## src/hwb_pkg.sv

```systemverilog
// Shared types and constants of the HTML escape word breaker.
`timescale 1ns / 1ps
`default_nettype none

package hwb_pkg;

	// Kinds of output token.
	typedef enum logic [2:0] {
		TK_LIT   = 3'd0,
		TK_BR    = 3'd1,
		TK_NBSP4 = 3'd2,
		TK_QUOT  = 3'd3,
		TK_LT    = 3'd4,
		TK_GT    = 3'd5,
		TK_END   = 3'd6
	} token_kind_t;

	// Input request: one text byte or the end marker.
	typedef struct packed {
		logic [7:0] char_byte;
		logic       end_of_text;
	} text_req_t;

	// Output request: one HTML token.
	typedef struct packed {
		token_kind_t token_kind;
		logic [7:0]  byte_value;
		logic [15:0] repeat_count;
		logic        last_of_item;
	} token_req_t;

	// Work entry passed from the front to the back through the queue.
	typedef struct packed {
		logic       is_end;
		logic [7:0] char_byte;
		logic       no_break_char;
		logic       item_end;
	} work_t;

	// Configuration register contents.
	typedef struct packed {
		logic [15:0] max_run;
		logic        add_markups;
	} cfg_t;

	localparam int unsigned QUEUE_DEPTH = 4;
	localparam int unsigned PADDR_W     = 3;

	// Register indexes, taken from paddr[2].
	localparam logic REG_MAX_RUN     = 1'b0;
	localparam logic REG_ADD_MARKUPS = 1'b1;

	// Character codes.
	localparam logic [7:0] CH_SPACE = 8'h20;
	localparam logic [7:0] CH_LF    = 8'h0A;
	localparam logic [7:0] CH_CR    = 8'h0D;
	localparam logic [7:0] CH_TAB   = 8'h09;
	localparam logic [7:0] CH_QUOT  = 8'h22;
	localparam logic [7:0] CH_LT    = 8'h3C;
	localparam logic [7:0] CH_GT    = 8'h3E;

	// Space, line feed and tab all give a natural place to break a line.
	function automatic logic is_break_char(input logic [7:0] c);
		return (c == CH_SPACE) || (c == CH_LF) || (c == CH_TAB);
	endfunction

endpackage

`default_nettype wire

```

## src/hwb_front.sv

```systemverilog
// Front part: lookahead delay line that turns text bytes into work entries.
`timescale 1ns / 1ps
`default_nettype none

module hwb_front
	import hwb_pkg::*;
#(
	parameter int unsigned LOOKAHEAD = 4
) (
	input  wire             clk,
	input  wire             arst_n,
	input  wire             text_valid,
	output logic            text_ready,
	input  wire text_req_t  text,
	input  wire             q_full,
	output logic            push,
	output work_t           push_data
);

	localparam int unsigned HW = $clog2(LOOKAHEAD + 1);
	localparam logic [HW-1:0] FULL = HW'(LOOKAHEAD);

	logic [7:0]         la_q [LOOKAHEAD];
	logic [HW-1:0]      held_q;
	logic               drain_q;
	logic               accept;
	logic               byte_in;
	logic               shift;
	logic [HW-1:0]      wr_idx;
	logic [LOOKAHEAD-1:0] brk_vec;

	// New requests are taken unless the held bytes are being flushed or the queue is full.
	assign text_ready = !drain_q && !q_full;
	assign accept     = text_valid && text_ready;
	assign byte_in    = accept && !text.end_of_text;

	// Break characters among the held bytes.
	always_comb begin
		for (int i = 0; i < LOOKAHEAD; i++) begin
			brk_vec[i] = (HW'(i) < held_q) && is_break_char(la_q[i]);
		end
	end

	// Work entry generation, one per cycle at most.
	always_comb begin
		push      = 1'b0;
		push_data = '{is_end: 1'b0, char_byte: la_q[0], no_break_char: !(|brk_vec),
			item_end: 1'b0};
		shift     = 1'b0;
		if (drain_q) begin
			if (!q_full) begin
				push = 1'b1;
				if (held_q != '0) begin
					shift = 1'b1;
				end else begin
					push_data = '{is_end: 1'b1, char_byte: 8'h00, no_break_char: 1'b1,
						item_end: 1'b1};
				end
			end
		end else if (byte_in && (held_q == FULL)) begin
			push = 1'b1;
			shift = 1'b1;
			push_data.no_break_char = !((|brk_vec) || is_break_char(text.char_byte));
			push_data.item_end = 1'b1;
		end
	end

	// Once the line is full, the new byte enters at its tail after the shift.
	assign wr_idx = (held_q == FULL) ? FULL - HW'(1) : held_q;

	// Fill count and flush control.
	always_ff @(posedge clk or negedge arst_n) begin
		if (!arst_n) begin
			held_q  <= '0;
			drain_q <= 1'b0;
		end else if (drain_q) begin
			if (!q_full) begin
				if (held_q != '0) begin
					held_q <= held_q - HW'(1);
				end else begin
					drain_q <= 1'b0;
				end
			end
		end else if (accept) begin
			if (text.end_of_text) begin
				drain_q <= 1'b1;
			end else if (held_q != FULL) begin
				held_q <= held_q + HW'(1);
			end
		end
	end

	// Delay line storage.
	always_ff @(posedge clk) begin
		if (shift) begin
			for (int i = 0; i < LOOKAHEAD - 1; i++) begin
				la_q[i] <= la_q[i + 1];
			end
		end
		if (byte_in) begin
			for (int i = 0; i < LOOKAHEAD; i++) begin
				if (HW'(i) == wr_idx) begin
					la_q[i] <= text.char_byte;
				end
			end
		end
	end

endmodule

`default_nettype wire

```

## src/hwb_queue.sv

```systemverilog
// Short queue of work entries between the front and the back.
`timescale 1ns / 1ps
`default_nettype none

module hwb_queue
	import hwb_pkg::*;
#(
	parameter int unsigned DEPTH = 4
) (
	input  wire         clk,
	input  wire         arst_n,
	input  wire         push,
	input  wire work_t  push_data,
	output logic        full,
	input  wire         pop,
	output logic        valid,
	output work_t       head
);

	localparam int unsigned AW = (DEPTH > 1) ? $clog2(DEPTH) : 1;
	localparam int unsigned CW = $clog2(DEPTH + 1);
	localparam logic [AW-1:0] LAST = AW'(DEPTH - 1);

	work_t         ent_q [DEPTH];
	logic [AW-1:0] wr_q;
	logic [AW-1:0] rd_q;
	logic [CW-1:0] cnt_q;
	logic          do_push;
	logic          do_pop;

	assign full    = (cnt_q == CW'(DEPTH));
	assign valid   = (cnt_q != '0);
	assign head    = ent_q[rd_q];
	assign do_push = push && !full;
	assign do_pop  = pop && valid;

	// Pointers and fill count.
	always_ff @(posedge clk or negedge arst_n) begin
		if (!arst_n) begin
			wr_q  <= '0;
			rd_q  <= '0;
			cnt_q <= '0;
		end else begin
			if (do_push) begin
				wr_q <= (wr_q == LAST) ? '0 : wr_q + AW'(1);
			end
			if (do_pop) begin
				rd_q <= (rd_q == LAST) ? '0 : rd_q + AW'(1);
			end
			if (do_push && !do_pop) begin
				cnt_q <= cnt_q + CW'(1);
			end else if (do_pop && !do_push) begin
				cnt_q <= cnt_q - CW'(1);
			end
		end
	end

	// Entry storage.
	always_ff @(posedge clk) begin
		if (do_push) begin
			ent_q[wr_q] <= push_data;
		end
	end

endmodule

`default_nettype wire

```

## src/hwb_back.sv

```systemverilog
// Back part: escapes work entries, tracks space runs and inserts forced breaks.
`timescale 1ns / 1ps
`default_nettype none

module hwb_back
	import hwb_pkg::*;
#(
	parameter int unsigned COUNT_BITS = 16
) (
	input  wire         clk,
	input  wire         arst_n,
	input  wire cfg_t   cfg,
	input  wire         q_valid,
	input  wire work_t  q_data,
	output logic        q_pop,
	output logic        token_valid,
	input  wire         token_ready,
	output token_req_t  token
);

	localparam int unsigned PW = (COUNT_BITS < 16) ? COUNT_BITS : 16;
	localparam int unsigned CW = (COUNT_BITS > 16) ? COUNT_BITS : 16;

	// Text state.
	logic [COUNT_BITS-1:0] run_q, run_nx, run_inc;
	logic [PW-1:0]         pend_q, pend_nx;
	logic                  seen_q, seen_nx;

	// Tokens of the current entry still to be sent: space run, token, newline.
	logic [2:0]  mask_q, mask_nx, mask_left, low_bit;
	logic [PW-1:0] sp_cnt_q;
	token_kind_t kind_q, kind_nx;
	logic [7:0]  tbyte_q, tbyte_nx;
	logic        item_end_q;

	logic        emit;
	logic        out_valid_q;
	token_req_t  out_q, tok_nx;
	logic [7:0]  c;

	assign token_valid = out_valid_q;
	assign token       = out_q;

	// Pick the next token of the current entry.
	assign low_bit   = mask_q & (~mask_q + 3'd1);
	assign emit      = (mask_q != 3'b000) && (!out_valid_q || token_ready);
	assign mask_left = emit ? (mask_q & ~low_bit) : mask_q;
	assign q_pop     = q_valid && (mask_left == 3'b000);

	always_comb begin
		if (low_bit[0]) begin
			tok_nx = '{token_kind: TK_LIT, byte_value: CH_SPACE,
				repeat_count: 16'(sp_cnt_q), last_of_item: 1'b0};
		end else if (low_bit[1]) begin
			tok_nx = '{token_kind: kind_q, byte_value: tbyte_q,
				repeat_count: 16'd1, last_of_item: 1'b0};
		end else begin
			tok_nx = '{token_kind: TK_LIT, byte_value: CH_LF,
				repeat_count: 16'd1, last_of_item: 1'b0};
		end
		tok_nx.last_of_item = item_end_q && (mask_left == 3'b000);
	end

	// Classify the entry at the head of the queue and work out the new state.
	assign c       = q_data.char_byte;
	assign run_inc = (run_q == '1) ? run_q : run_q + COUNT_BITS'(1);

	always_comb begin
		run_nx   = run_q;
		pend_nx  = pend_q;
		seen_nx  = seen_q;
		mask_nx  = 3'b000;
		kind_nx  = TK_LIT;
		tbyte_nx = c;
		if (q_data.is_end) begin
			run_nx   = '0;
			pend_nx  = '0;
			seen_nx  = 1'b0;
			mask_nx  = 3'b010;
			kind_nx  = TK_END;
			tbyte_nx = 8'h00;
		end else if (c == CH_SPACE) begin
			// Leading spaces are dropped; later ones extend the held run.
			if (seen_q) begin
				if (pend_q != '1) begin
					pend_nx = pend_q + PW'(1);
				end
				run_nx = '0;
			end
		end else begin
			seen_nx = 1'b1;
			if (c != CH_CR) begin
				mask_nx[0] = (pend_q != '0);
				mask_nx[1] = 1'b1;
				pend_nx    = '0;
				tbyte_nx   = 8'h00;
				if ((c == CH_LF) && cfg.add_markups) begin
					kind_nx = TK_BR;
					run_nx  = '0;
				end else if (c == CH_TAB) begin
					kind_nx = TK_NBSP4;
					run_nx  = '0;
				end else if (c == CH_QUOT) begin
					kind_nx = TK_QUOT;
					run_nx  = run_inc;
				end else if (c == CH_LT) begin
					kind_nx = TK_LT;
					run_nx  = run_inc;
				end else if (c == CH_GT) begin
					kind_nx = TK_GT;
					run_nx  = run_inc;
				end else begin
					kind_nx  = TK_LIT;
					tbyte_nx = c;
					run_nx   = run_inc;
				end
			end
			// Forced break when the run hits the limit and no break is near.
			if ((cfg.max_run != 16'd0) && (CW'(run_nx) == CW'(cfg.max_run)) &&
				q_data.no_break_char) begin
				mask_nx[2] = 1'b1;
				run_nx     = '0;
			end
		end
	end

	// Control and text state.
	always_ff @(posedge clk or negedge arst_n) begin
		if (!arst_n) begin
			run_q       <= '0;
			pend_q      <= '0;
			seen_q      <= 1'b0;
			mask_q      <= 3'b000;
			out_valid_q <= 1'b0;
		end else begin
			if (q_pop) begin
				run_q  <= run_nx;
				pend_q <= pend_nx;
				seen_q <= seen_nx;
				mask_q <= mask_nx;
			end else begin
				mask_q <= mask_left;
			end
			if (emit) begin
				out_valid_q <= 1'b1;
			end else if (token_ready) begin
				out_valid_q <= 1'b0;
			end
		end
	end

	// Entry payload and output register.
	always_ff @(posedge clk) begin
		if (q_pop) begin
			sp_cnt_q   <= pend_q;
			kind_q     <= kind_nx;
			tbyte_q    <= tbyte_nx;
			item_end_q <= q_data.item_end;
		end
		if (emit) begin
			out_q <= tok_nx;
		end
	end

endmodule

`default_nettype wire

```

## src/html_escape_word_breaker.sv

```systemverilog
// Top level of the HTML escape word breaker: configuration registers and datapath.
`timescale 1ns / 1ps
`default_nettype none

// Turns a byte stream into HTML tokens. A request on the text channel is taken
// in any cycle in which the work queue between the lookahead front and the
// escaping back has room; the first LOOKAHEAD bytes of a text only fill the
// delay line. Each later byte sends zero to three tokens (held space run,
// escaped token, forced line break) through the single output register, one
// token per cycle while token_ready is high. An end marker flushes the held
// bytes one per cycle into the queue while it has room and blocks the text
// channel until the held bytes and the end entry are in the queue; the text
// then closes with an end token.
// max_run (address 0) and add_markups (address 4) are written over the APB
// port; the user must see that they are written only while the block is idle;
// the block itself does not enforce it.
module html_escape_word_breaker
	import hwb_pkg::*;
#(
	parameter int unsigned LOOKAHEAD  = 4,
	parameter int unsigned COUNT_BITS = 16
) (
	input  wire                clk,
	input  wire                arst_n,
	input  wire                psel,
	input  wire                penable,
	input  wire                pwrite,
	input  wire [PADDR_W-1:0]  paddr,
	input  wire [31:0]         pwdata,
	output logic [31:0]        prdata,
	output logic               pready,
	input  wire                text_valid,
	output logic               text_ready,
	input  wire text_req_t     text,
	output logic               token_valid,
	input  wire                token_ready,
	output token_req_t         token
);

	cfg_t  cfg_q;
	logic  q_full;
	logic  q_valid;
	logic  push;
	logic  q_pop;
	work_t push_data;
	work_t q_head;

	assign pready = 1'b1;

	// Configuration registers.
	always_ff @(posedge clk or negedge arst_n) begin
		if (!arst_n) begin
			cfg_q.max_run     <= 16'd0;
			cfg_q.add_markups <= 1'b1;
		end else if (psel && penable && pwrite) begin
			case (paddr[2])
				REG_MAX_RUN: begin
					cfg_q.max_run <= pwdata[15:0];
				end
				REG_ADD_MARKUPS: begin
					cfg_q.add_markups <= pwdata[0];
				end
				default: begin
				end
			endcase
		end
	end

	// Register read back.
	always_comb begin
		case (paddr[2])
			REG_MAX_RUN: prdata = {16'd0, cfg_q.max_run};
			REG_ADD_MARKUPS: prdata = {31'd0, cfg_q.add_markups};
			default: prdata = 32'd0;
		endcase
	end

	hwb_front #(
		.LOOKAHEAD(LOOKAHEAD)
	) u_front (
		.clk       (clk),
		.arst_n    (arst_n),
		.text_valid(text_valid),
		.text_ready(text_ready),
		.text      (text),
		.q_full    (q_full),
		.push      (push),
		.push_data (push_data)
	);

	hwb_queue #(
		.DEPTH(QUEUE_DEPTH)
	) u_queue (
		.clk      (clk),
		.arst_n   (arst_n),
		.push     (push),
		.push_data(push_data),
		.full     (q_full),
		.pop      (q_pop),
		.valid    (q_valid),
		.head     (q_head)
	);

	hwb_back #(
		.COUNT_BITS(COUNT_BITS)
	) u_back (
		.clk        (clk),
		.arst_n     (arst_n),
		.cfg        (cfg_q),
		.q_valid    (q_valid),
		.q_data     (q_head),
		.q_pop      (q_pop),
		.token_valid(token_valid),
		.token_ready(token_ready),
		.token      (token)
	);

endmodule

`default_nettype wire

```

## config.mk

```make
export PLATFORM = sky130hd
export DESIGN_NAME = html_escape_word_breaker
export DESIGN_NICKNAME = d
export VERILOG_FILES = /design/src/hwb_pkg.sv /design/src/hwb_front.sv /design/src/hwb_queue.sv /design/src/hwb_back.sv /design/src/html_escape_word_breaker.sv
export SDC_FILE = /design/constraint.sdc
export NUM_CORES = 1
export LEC_CHECK = 0
export ABC_AREA = 1
export BUFFER_PORTS_ARGS = -buffer_cell sky130_fd_sc_hd__buf_4
export CAP_MARGIN = 20
export CORE_MARGIN = 10
export CORE_UTILIZATION = 59
export DETAILED_ROUTE_END_ITERATION = 6
export PLACE_DENSITY = 0.79
export SLEW_MARGIN = 20
export SYNTH_ARGS = -nofsm -noshare
export SYNTH_HDL_FRONTEND = slang
export SYNTH_SLANG_ARGS = --single-unit
```

## constraint.sdc

```tcl
create_clock -name clk -period 3.75 [get_ports clk]
set_clock_uncertainty 0.2 [all_clocks]
set_input_delay 0.375 -clock clk [delete_from_list [all_inputs] [get_ports clk]]
set_output_delay 0.375 -clock clk [all_outputs]
set_load 0.01 [all_outputs]
```

==> summary.md <==
| Metric | Value |
|---|---|
| Outcome | finished, final reports clean |
| Leak | 5.11 nW |
| Row count | 47 |
| CP startpoint | u_queue.rd_q[1] |
| Post-synth top area cell | edfxtp_1 |
| Top cells by area, synth | edfxtp_1 40%, dfrtp_1 16%, nand2_1 11% |
| Die Height | around 150 µm |
| Largest family of logic cells by synthesized area | simple AND/OR/NAND/NOR gates |
| Pre-Repair DR Iteration Count | 5 |
| Hold path startpoint | pwdata[0] |
| Initial Util | 0.600 |
| Worst Path Required | 3.88 ns |
| Fmax achieved | 309 MHz |
| Compound-Gate Fraction of Synth Area | 0.0663 |
| Post-Synth Adder-Cell Area | 0.0172 |
| Clock root buffer master | clkbuf_16 |
| Vias per cell | roughly 5.3 |
| Data arrival, critical path | 3.37 ns |
| Ys Warns | 0 |
| Core Region | about 17,000 µm² |
| N_diodes | 0 |
| Top-Level Pins | 114 |
| # port buffers | 78 |
| First-pass GRT wire length | 35,300 µm |
| Final Total Pwr | 8.57 mW |
| Largest net degree at the start of global routing | 66 |
| Grt total ovfl | 0 |
| Post-synth ARST share | 0.330 |
| Max_slew headroom | 0.309 |
| Met1 usage | 0.244 |
| FF+latch count, synth | between 150 and 200 |
| Routed via count | 7,675 |
| Hold WC Path Type | in -> reg |
| Die area | 22,400 µm² |
| H-tree level count | 4 |
| Ys flop type | edfxtp_1 |
| Reg2reg start | u_queue.rd_q[1] |
| Share of the synthesized area in the top cell type | 0.399 |
| GRT met2 Usage | 0.325 |
| Nets | 1,276 |
| Layout area overhead | 15.7% |
| Post-synth EDFFs | 132 |
| GRT Total Usage | 0.194 |
| Post-CTS Setup Bufs | 0 |
| Mapped Area | approximately 9900 µm² |
| Maximum vdd drop | 0.470 mV |
| Routed Antenna Nets | 0 |
| Skew-Pair Late Insertion Delay | 0.44 ns |
| Clock period minus final worst setup slack | 3.24 ns |
| Setup CP Type | reg -> reg |
| Filler Cell Count | 1,233 |
| Clock buffer depth | 2 |
| Endpoint class of the critical path | flip-flop |
| GPL Wtd Cong | roughly 0.93 |
| Slew @ Worst Pin | 1.03 ns |
| Layout cells sized above 1 | 0.144 |
| Crit path launch type | flip-flop |
| CTS tree | built |
| Initial DRC count | roughly 720 |
| Fin. max-slew vios | 0 |
| Vias in the first global route | 7,216 |
| Sequential area share after synthesis | 0.564 |
| Wire length per cell | 14.9 µm |
| Residual DRC | 0 |
| Antenna violations before repair | 0 |
| Tcrit/Tclk final | 0.864 |
| Crit Path Max Fanout | 18 |
| Wirelength, routed | 21,500 µm |
| Die X-Extent | 150 µm |
| Synth Area in XOR/XNOR | 0.0106 |
| PD cells | 747 nW/µm² |
| Clock-pin slew on the worst setup and hold paths | 0.08 ns |
| Post-Synth Simple-Gate Area | 0.261 |
| Multiplexer area fraction after synthesis | 0 |
| Final hold vios | 0 |
| Unrepaired setup endpoints after global routing | no |
| Synth Instances | between 1,000 and 1,500 |
| Total Negative Setup Slacks | 0 ns |
| Num CTS Buffers | 17 |
| Met3 GRT Util | 0.0441 |
| Busiest grt layer | met2 |
| Cell variety after synth | 51 |
| Hpwl dp | 15,300 µm |
| Max_cap viols | 0 |
| Syn Area/Cell | 8.96 µm² |
| Clk sinks | 197 |
| Final setup vio count | 0 |
logic make-up (layout without fill, tap and decap cells):
family | count (synthesis) | in the layout
buf+inv | 178 | 281
other cells | 2 | 17
simple gates | 590 | 590
fa+ha+maj | 13 | 13
flops | 197 | 197
compound gates | 115 | 115
xor+xnor | 12 | 12
through the flow:
stage | hold WS (ns) | std cells | worst slack, ns | utilization | instance area [µm²]
finish | 0.0185 | 1445 | 0.511 | 0.695 | 11500
global route | 0.0259 | 1445 | 0.141 | 0.695 | 11500
CTS | 0.00843 | 1445 | 0.503 | 0.694 | 11500
global placement | 0.230 | 1391 | 0.585 | 0.647 | 10700
floorplan | -0.121 | 1122 | 0.485 | - | 9980
detailed placement | 0.242 | 1391 | 0.524 | 0.647 | 10700
synth_stat cells (12+ instances only):
library cell / n
nor3_1: 20
o21ai_0: 55
nand2_2: 17
nand2_1: 285
ha_1: 12
buf_4: 20
nor2_1: 142
dfrtp_1: 64
a21oi_1: 32
nand3_1: 65
inv_1: 127
edfxtp_1: 132
nand4_1: 25
per-layer routing:
layer / wire length [µm] / part of all wire
met3: 1440 / 0.067
met5: 0 / 0
met2: 10700 / 0.50
met1: 9020 / 0.42
met4: 345 / 0.016
layout by cell type (no fill, tap or decap), drive strengths merged, types with 2 or more instances in the layout:
cell,netlist,layout
a21oi,32,32
a221oi,3,3
a31oi,3,3
buf,35,94
clkbuf,10,18
clkinv,1,6
clkinvlp,0,2
conb,2,17
dfrtp,64,64
dlygate4sd3,0,22
edfxtp,132,132
ha,12,12
inv,132,139
nand2,303,303
nand3,72,72
nand3b,5,5
nand4,26,26
nor2,151,151
nor3,20,20
nor4,11,11
o2111ai,2,2
o211ai,3,3
o21ai,59,59
o21bai,3,3
o22ai,2,2
o31ai,2,2
o41ai,2,2
xor2,11,11
power breakdown:
group          internal (mW)  switching [mW]
clock                  0.882           0.864
combinational           1.01            2.10
sequential              3.38           0.335
total                   5.28            3.30
final timing paths:
check | depth (start not counted) | slack, ns | endpoint
setup / recovery | 18 | 0.51 | u_back.run_q[2]
hold / removal | 3 | 0.02 | cfg_q[0]
hold reg to reg | 0 | 0.26 | u_back.sp_cnt_q[5]
min in group asynchronous | 2 | 0.40 | cfg_q[10]
setup reg to reg | 18 | 0.51 | u_back.run_q[2]
max in group asynchronous | 2 | 2.39 | u_back.pend_q[12]
critical path: stages (launching register included):
cell	delay [ns]
dfrtp_1	0.52
inv_2	0.31
nand3_1	0.11
nand2_1	0.20
nand2_2	0.11
nor2_4	0.16
nand2_4	0.19
nand2_1	0.12
nand2_1	0.06
nand2_1	0.09
nand2_1	0.07
nand2_1	0.06
nand2_1	0.04
nor2_1	0.14
nand2_2	0.11
nor2_4	0.12
nand2_2	0.28
nand2_1	0.15
nand2_1	0.06
registers in the layout (all words and copies together), names as in the netlist, 2 cells and up:
name             cells
u_back.run_q        16
u_back.pend_q       16
u_front.la_q        32
u_queue.cnt_q        3
u_back.tbyte_q       8
u_queue.rd_q         2
u_front.held_q       3
u_back.mask_q        3
u_back.token        28
u_back.sp_cnt_q     16
u_queue.wr_q         2
cfg_q               17
u_queue.ent_q       44
u_back.kind_q        3
what timing repair did:
action,CTS,global route
hold buffers,22,0
gates resized for setup,0,0
hold endpoints to repair,85,0
final cells by class:
| type | count | area, µm² | share of cell area |
|---|---|---|---|
| Tap cell | 220 | 275 | 0.0240 |
| Clock inverter | 14 | 139 | 0.0121 |
| Sequential cell | 197 | 5590 | 0.487 |
| Multi-Input combinational cell | 747 | 3600 | 0.314 |
| Inverter | 133 | 502 | 0.0437 |
| Timing Repair Buffer | 116 | 938 | 0.0818 |
| Clock buffer | 18 | 429 | 0.0374 |
No activity file was read; power rests on OpenSTA's default activity.
